===== src/design/pclip_pkg.sv =====
// Shared types and constants for the polynomial soft clipper.
// Holds the register indexes, the order codes and the per-beat flag bundle.
// No dependencies.
package pclip_pkg;

	typedef logic [1:0] cfg_idx_t;
	typedef logic [1:0] ord_code_t;

	localparam cfg_idx_t REG_LIMIT = 2'd0;
	localparam cfg_idx_t REG_ORDER = 2'd1;

	localparam ord_code_t ORD_2 = 2'd0;
	localparam ord_code_t ORD_4 = 2'd1;
	localparam ord_code_t ORD_6 = 2'd2;

	typedef struct packed {
		logic neg;
		logic byp;
		logic ovf;
	} flags_t;

	// The unused code selects the sixth order.
	function automatic logic [2:0] order_of(ord_code_t code);
		logic [2:0] n;
		case (code)
			ORD_2: n = 3'd2;
			ORD_4: n = 3'd4;
			default: n = 3'd6;
		endcase
		return n;
	endfunction

endpackage


===== src/design/pclip_div.sv =====
// Pipelined restoring divider for the soft clipper, one quotient bit per stage.
// Computes floor((num << FB) / den) for num below twice den, with sideband flags.
// Depends on pclip_pkg.
module pclip_div #(
	parameter int FB = 15
) (
	input  logic                  clk,
	input  logic                  arst_n,
	input  logic                  in_valid,
	output logic                  in_ready,
	input  pclip_pkg::flags_t     in_flags,
	input  logic [FB:0]           in_raw,
	input  logic [FB:0]           in_num,
	input  logic [FB:0]           in_den,
	output logic                  out_valid,
	input  logic                  out_ready,
	output pclip_pkg::flags_t     out_flags,
	output logic [FB:0]           out_raw,
	output logic [FB:0]           out_quot
);

	logic [FB:0]       vld_s;
	logic [FB:0]       en_s;
	logic [FB+1:0]     rem_s  [0:FB];
	logic [FB:0]       quot_s [0:FB];
	logic [FB:0]       den_s  [0:FB];
	logic [FB:0]       raw_s  [0:FB];
	pclip_pkg::flags_t flg_s  [0:FB];

	for (genvar j = 0; j <= FB; j++) begin : g_stage
		logic [FB+1:0]     rin;
		logic [FB+1:0]     rdiff;
		logic [FB:0]       qin;
		logic [FB:0]       dn;
		logic [FB:0]       rw;
		pclip_pkg::flags_t fl;
		logic              qbit;

		if (j == 0) begin : g_first
			assign rin = {1'b0, in_num};
			assign qin = '0;
			assign dn  = in_den;
			assign rw  = in_raw;
			assign fl  = in_flags;
		end else begin : g_next
			assign rin = {rem_s[j-1][FB:0], 1'b0};
			assign qin = quot_s[j-1];
			assign dn  = den_s[j-1];
			assign rw  = raw_s[j-1];
			assign fl  = flg_s[j-1];
		end

		if (j == FB) begin : g_last_en
			assign en_s[j] = ~vld_s[j] | out_ready;
		end else begin : g_mid_en
			assign en_s[j] = ~vld_s[j] | en_s[j+1];
		end

		assign qbit  = (rin >= {1'b0, dn});
		assign rdiff = rin - {1'b0, dn};

		always_ff @(posedge clk) begin
			if (en_s[j]) begin
				rem_s[j]  <= qbit ? rdiff : rin;
				quot_s[j] <= {qin[FB-1:0], qbit};
				den_s[j]  <= dn;
				raw_s[j]  <= rw;
				flg_s[j]  <= fl;
			end
		end
	end

	always_ff @(posedge clk or negedge arst_n) begin
		if (!arst_n) begin
			vld_s <= '0;
		end else begin
			if (en_s[0]) begin
				vld_s[0] <= in_valid;
			end
			for (int j = 1; j <= FB; j++) begin
				if (en_s[j]) begin
					vld_s[j] <= vld_s[j-1];
				end
			end
		end
	end

	assign in_ready  = en_s[0];
	assign out_valid = vld_s[FB];
	assign out_flags = flg_s[FB];
	assign out_raw   = raw_s[FB];
	assign out_quot  = quot_s[FB];

endmodule


===== config.mk =====
export PLATFORM = sky130hd
export DESIGN_NAME = pclip_div
export DESIGN_NICKNAME = d
export VERILOG_FILES = /design/src/design/pclip_pkg.sv /design/src/design/pclip_div.sv
export SDC_FILE = /design/constraint.sdc
export NUM_CORES = 1
export LEC_CHECK = 0
export BUFFER_PORTS_ARGS = -buffer_cell sky130_fd_sc_hd__clkbuf_2
export CAP_MARGIN = 20
export CORE_ASPECT_RATIO = 2
export CORE_UTILIZATION = 65
export CTS_BUF_LIST = sky130_fd_sc_hd__clkbuf_8
export DETAILED_ROUTE_END_ITERATION = 12
export MAX_ROUTING_LAYER = met4
export PLACE_DENSITY_LB_ADDON = 0.1
export SYNTH_ARGS = -nofsm -noshare
export SYNTH_HDL_FRONTEND = slang
export SYNTH_SLANG_ARGS = --single-unit

===== constraint.sdc =====
create_clock -name clk -period 9.1 [get_ports clk]
set_input_delay 0.91 -clock clk [delete_from_list [all_inputs] [get_ports clk]]
set_output_delay 0.91 -clock clk [all_outputs]
set_load 0.005 [all_outputs]

# ---- Word level (Yosys, flattened, before mapping)
# Memories as Yosys holds them, arrays and structs flattened.
# Cells that the tools add are included.
dict set report op_classes {
  add_sub_neg 16
  n_lt_le_gt_ge 16
  mux 48
  bitwise_logic 32
}
# op count
set op_table {}
lappend op_table {{$mux W17} 16}
lappend op_table {{$ge A17 B16 Y1} 15}
lappend op_table {{$sub A17 B16 Y17} 15}
lappend op_table {{$mux W1} 32}
lappend op_table {{$sub A16 B16 Y17} 1}
lappend op_table {{$ge A16 B16 Y1} 1}
lappend op_table {{$not A1 Y1} 16}
lappend op_table {{$or A1 B1 Y1} 16}
dict set report totals {
  reg_bits 16
  mem_bits_rw 1088
  input_bits 55
  wordCells 133
  mem_count 5
}
# name depth word_bits read_ports rd_clocked_by_memory_dff write_ports line_no
set memory_table {}
lappend memory_table {rem_s 16 17 15 0 16 pclip_div.sv:24} ;# logic [FB+1:0] rem_s [0:FB];
lappend memory_table {den_s 16 16 15 0 16 pclip_div.sv:26} ;# logic [FB:0] den_s [0:FB];
lappend memory_table {quot_s 16 16 16 0 16 pclip_div.sv:25} ;# logic [FB:0] quot_s [0:FB];
lappend memory_table {raw_s 16 16 16 0 16 pclip_div.sv:27} ;# logic [FB:0] raw_s [0:FB];
lappend memory_table {flg_s 16 3 16 0 16 pclip_div.sv:28} ;# pclip_pkg::flags_t flg_s [0:FB];

# ---- Logic depth before layout (Yosys ltp)
dict set report logic_depth {
  ltp_word 19
  depth_mapped 12
  depth_no_buf 10
}

# ---- Worst setup path before layout
# No wires, ideal clock.
dict set report synth_path {
  path_type {input -> output}
  start {input port out_ready}
  end {output port in_ready}
  t_arrival_ns 6.841
  slack_ns 1.349
  path_stages 8
  path_cell_list {nand2b_1 nor2_1 inv_1 nor2_1 nand2_1 nor3_1 and3_1 nand3_1}
}
dict set report synth_between {
  elab_chain_len 16
}
# element line_no
set synth_rtl {}
lappend synth_rtl {{start: declaration} pclip_div.sv:16} ;# input logic out_ready,
lappend synth_rtl {{$or A1 B1 Y1} pclip_div.sv:54} ;# assign en_s[j] = ~vld_s[j] | out_ready;
lappend synth_rtl {{$or A1 B1 Y1} pclip_div.sv:56} ;# assign en_s[j] = ~vld_s[j] | en_s[j+1];
lappend synth_rtl {{named net en_s[14]} pclip_div.sv:23} ;# logic [FB:0] en_s;
lappend synth_rtl {{$or A1 B1 Y1 (4 in a row)} pclip_div.sv:56}
lappend synth_rtl {{named net en_s[10]} pclip_div.sv:23}
lappend synth_rtl {{$or A1 B1 Y1 (10 in a row)} pclip_div.sv:56}
lappend synth_rtl {{end: declaration} pclip_div.sv:10} ;# output logic in_ready,
# The timed path passes the listed nets, and every way through them passes these cells.

# ---- Final worst setup path
dict set report layout_path {
  start {register vld_s[15]}
  end {output port in_ready}
}
dict set report layout_between {
  elab_chain_len 17
}
# element line_no
set layout_rtl {}
lappend layout_rtl {{start: declaration} pclip_div.sv:22} ;# logic [FB:0] vld_s;
lappend layout_rtl {{start signal: indexed assignment} pclip_div.sv:82} ;# vld_s[j] <= vld_s[j-1];
lappend layout_rtl {{$not A1 Y1} pclip_div.sv:54}
lappend layout_rtl {{$or A1 B1 Y1} pclip_div.sv:54}
lappend layout_rtl {{named net en_s[15]} pclip_div.sv:23}
lappend layout_rtl {{$or A1 B1 Y1} pclip_div.sv:56}
lappend layout_rtl {{named net en_s[14]} pclip_div.sv:23}
lappend layout_rtl {{$or A1 B1 Y1 (4 in a row)} pclip_div.sv:56}
lappend layout_rtl {{named net en_s[10]} pclip_div.sv:23}
lappend layout_rtl {{$or A1 B1 Y1 (10 in a row)} pclip_div.sv:56}
# The timed path passes the listed nets, and every way through them passes these cells.

==> impl_metrics.json <==
{
  "cellPowerDensity_nw_per_um2": 369,
  "syn-num-nets": 3612,
  "setup_viol": 0,
  "root_buffer": "clkbuf_8",
  "critical_path_arrival_ns": 4.90,
  "synth-seq-cells": 936,
  "track_usage_pct": 31.0,
  "antenna_found_initial": 1,
  "ff2ff_setup_slack_ns": 4.88,
  "cp-end-kind": "primary output",
  "final_area_um2": 48000,
  "syn_to_final_growth_pct": 8.63,
  "drt-total-wl_um": 100000,
  "routed_via_density": 6.02,
  "yosys.cell_types.count": 80,
  "cts_tree": "done",
  "place_area_um2": 45500,
  "numCtsBuffers": 121,
  "io_pins": 92,
  "die_h_um": 371,
  "cts_num_sinks": 936,
  "ys_seq_area_share_pct": 63.5,
  "io_buffers": 91,
  "drive_above_1_share_pct": 13.5,
  "clk_pin_slew_ns": 0.08,
  "yosys.area.top_type": "edfxtp_1",
  "synthCells": 3287,
  "status": "finished, final reports clean",
  "synth_top_area_share_pct": 62.6,
  "cts_max_level": 3,
  "hp-class": "in -> reg",
  "synthTopCellsByCount": "edfxtp_1, inv_1, ha_1",
  "tightest_slew_ns": 1.10,
  "netSwitchingFraction_pct": 37.0,
  "static-leakage-power_uw": 0.0196,
  "cp_slowest_cell": "nor3_1",
  "cp.required_ns": 8.19,
  "crit_type": "reg -> out",
  "clk_latency_ns": 0.81,
  "vdd_drop_max_mv": 0.260,
  "async_reset_ff_share_pct": 1.71,
  "grt_setup_unrepaired": "no",
  "internal_power_uw": 11200,
  "fillers": 4321,
  "dp_hpwl_um": 75900,
  "relSlewSlack_pct": 25.0,
  "p_clk_share_pct": 17.7,
  "crit_fanout": 64,
  "wl_per_cell_um": 22.6,
  "synth_edf_count": 920,
  "grt-ovfl-total": 0,
  "cp_num_buf_inv": 4,
  "rows": 134,
  "drc": 0,
  "period_needed_ns": 5.81,
  "critPathMaxStageDelay_ns": 0.65,
  "place_congestion": 0.998,
  "clock_skew_ns": 0.0281,
  "tns_ns": 0,
  "vias": 26700,
  "timing.final.crit_share_pct": 63.8,
  "ant_nets": 0,
  "p_switching_uw": 6540,
  "fmax_ghz": 0.172,
  "drv_cap": 0,
  "pwr-share-seq_pct": 40.6,
  "finalCoreUtilization_pct": 71.7,
  "initial_core_util_pct": 66.0,
  "synth.avg_cell_area_um2": 13.4,
  "die_w_um": 186,
  "hold_viol_final": 0,
  "yosysMostFrequentCell": "edfxtp_1",
  "grt_max_degree": 68,
  "cpLargestDelayFamily": "simple AND/OR/NAND/NOR gates",
  "ys_top_cells_by_area": "edfxtp_1, ha_1, mux2_2, inv_1, a21oi_1",
  "grt_pass1_wl_um": 152000,
  "slew_viol_final": 0,
  "critPathLaunchType": "register",
  "nets": 3771,
  "grt_pass1_vias": 28700,
  "core-area_um2": 66900,
  "yosys_warnings": 0,
  "first_pass_iters": 7,
  "syn_area_um2": 44100,
  "ys.flop_type": "edfxtp_1",
  "die-area_um2": 69000,
  "drtIter0Drc": 1472,
  "p_comb_share_pct": 41.7,
  "crit_chain": "nand2b_2 > nor2_1 > inv_2 > nor2_1 > nand2_2 > buf_4 > nor3_1 > and3_1 > nand3_2 > buf_4 > clkbuf_2",
  "cts_max_path_buffers": 3
}
## routing by layer
metal | wire [um] | track usage [%]
met5 | 0 | -
met4 | 9920 | 28.0
met3 | 3650 | 5.45
met2 | 59000 | 60.3
met1 | 27600 | 22.2
## power groups by stage
| stage | logic, uW | registers (uW) | clock network (uW) |
|---|---|---|---|
| after floorplan | 5410 | 6940 | 0 |
| after global placement | 6940 | 7170 | 0 |
| after detailed placement | 7220 | 7260 | 0 |
| after CTS | 7280 | 7180 | 3190 |
| after global routing | 8050 | 7290 | 3350 |
| final | 7380 | 7190 | 3130 |
## cell usage in the layout (no fill, tap or decap), drive strengths merged, types with 70 or more instances in the layout
cell type    n
ha         255
a21o        79
nand2      155
nor2       139
o21ai      142
a21oi      210
edfxtp     920
mux2       149
nor3        70
inv        372
clkbuf     221
xnor2       90
## registers in the layout, summed over array words and instances (netlist names)
signal  flops
flg_s      48
quot_s    136
vld_s      16
den_s     240
rem_s     240
raw_s     256
## metrics by stage
stage / total power (uW) / cells / setup WS [ns] / hold slack, ns
after floorplan: 12400 / 3287 / 1.35 / 0.400
after global placement: 14100 / 4203 / 3.63 / 0.400
after detailed placement: 14500 / 4203 / 3.39 / 0.405
after CTS: 17700 / 4424 / 3.16 / 0.189
after global routing: 18700 / 4428 / 2.93 / 0.217
final: 17700 / 4428 / 3.29 / 0.281
## cell type report
| type | count | area [um2] | share of cell area [%] |
|---|---|---|---|
| flip-flops and latches | 936 | 28000 | 58.4 |
| multi-input cells | 1927 | 14400 | 30.1 |
| clock buffers | 129 | 1780 | 3.70 |
| inverters | 345 | 1290 | 2.70 |
| well taps | 884 | 1110 | 2.31 |
| clock inverters | 91 | 669 | 1.40 |
| repair buffers | 115 | 656 | 1.37 |
| diodes | 1 | 2.50 | 0.00522 |
## worst reg2reg max path, cell delays in order (launching register included)
cell and delay, ns:
dfrtp_1 0.37, nand2b_2 0.59, nor2_1 0.62, inv_2 0.09, nor2_1 0.29, nand2_2 0.08
buf_4 0.37, nor3_1 0.66, and3_1 0.36, nand3_2 0.09, buf_4 0.33
## path summary, 6_finish.rpt
kind | end | start | cells after the start
worst max-delay path | in_ready | vld_s[15] | 11
max in group asynchronous | vld_s[4] | arst_n | 2
worst min-delay path | raw_s[0][8] | in_raw[8] | 1
worst min register to register | raw_s[0][98] | raw_s[0][82] | 0
min in group asynchronous | vld_s[14] | arst_n | 2
worst max register to register | raw_s[0][9] | vld_s[15] | 10
## kinds of logic (layout without fill, tap and decap cells)
| logic type | after synthesis | count (layout) | synth area share (%) |
|---|---|---|---|
| simple gates | 673 | 673 | 7.66 |
| compound gates | 667 | 667 | 9.74 |
| other cells | 0 | 1 | 0 |
| buf+inv | 424 | 680 | 3.95 |
| xor+xnor | 150 | 150 | 2.98 |
| fa+ha+maj | 270 | 270 | 7.91 |
| flops | 936 | 936 | 63.5 |
| mux | 167 | 167 | 4.28 |
## what timing repair did
item	in CTS	in global routing
gates resized for setup	0	0
buffers inserted	0	0
hold buffers	1	0
hold endpoints to repair	14	0
(Power assumes the default switching activity.)
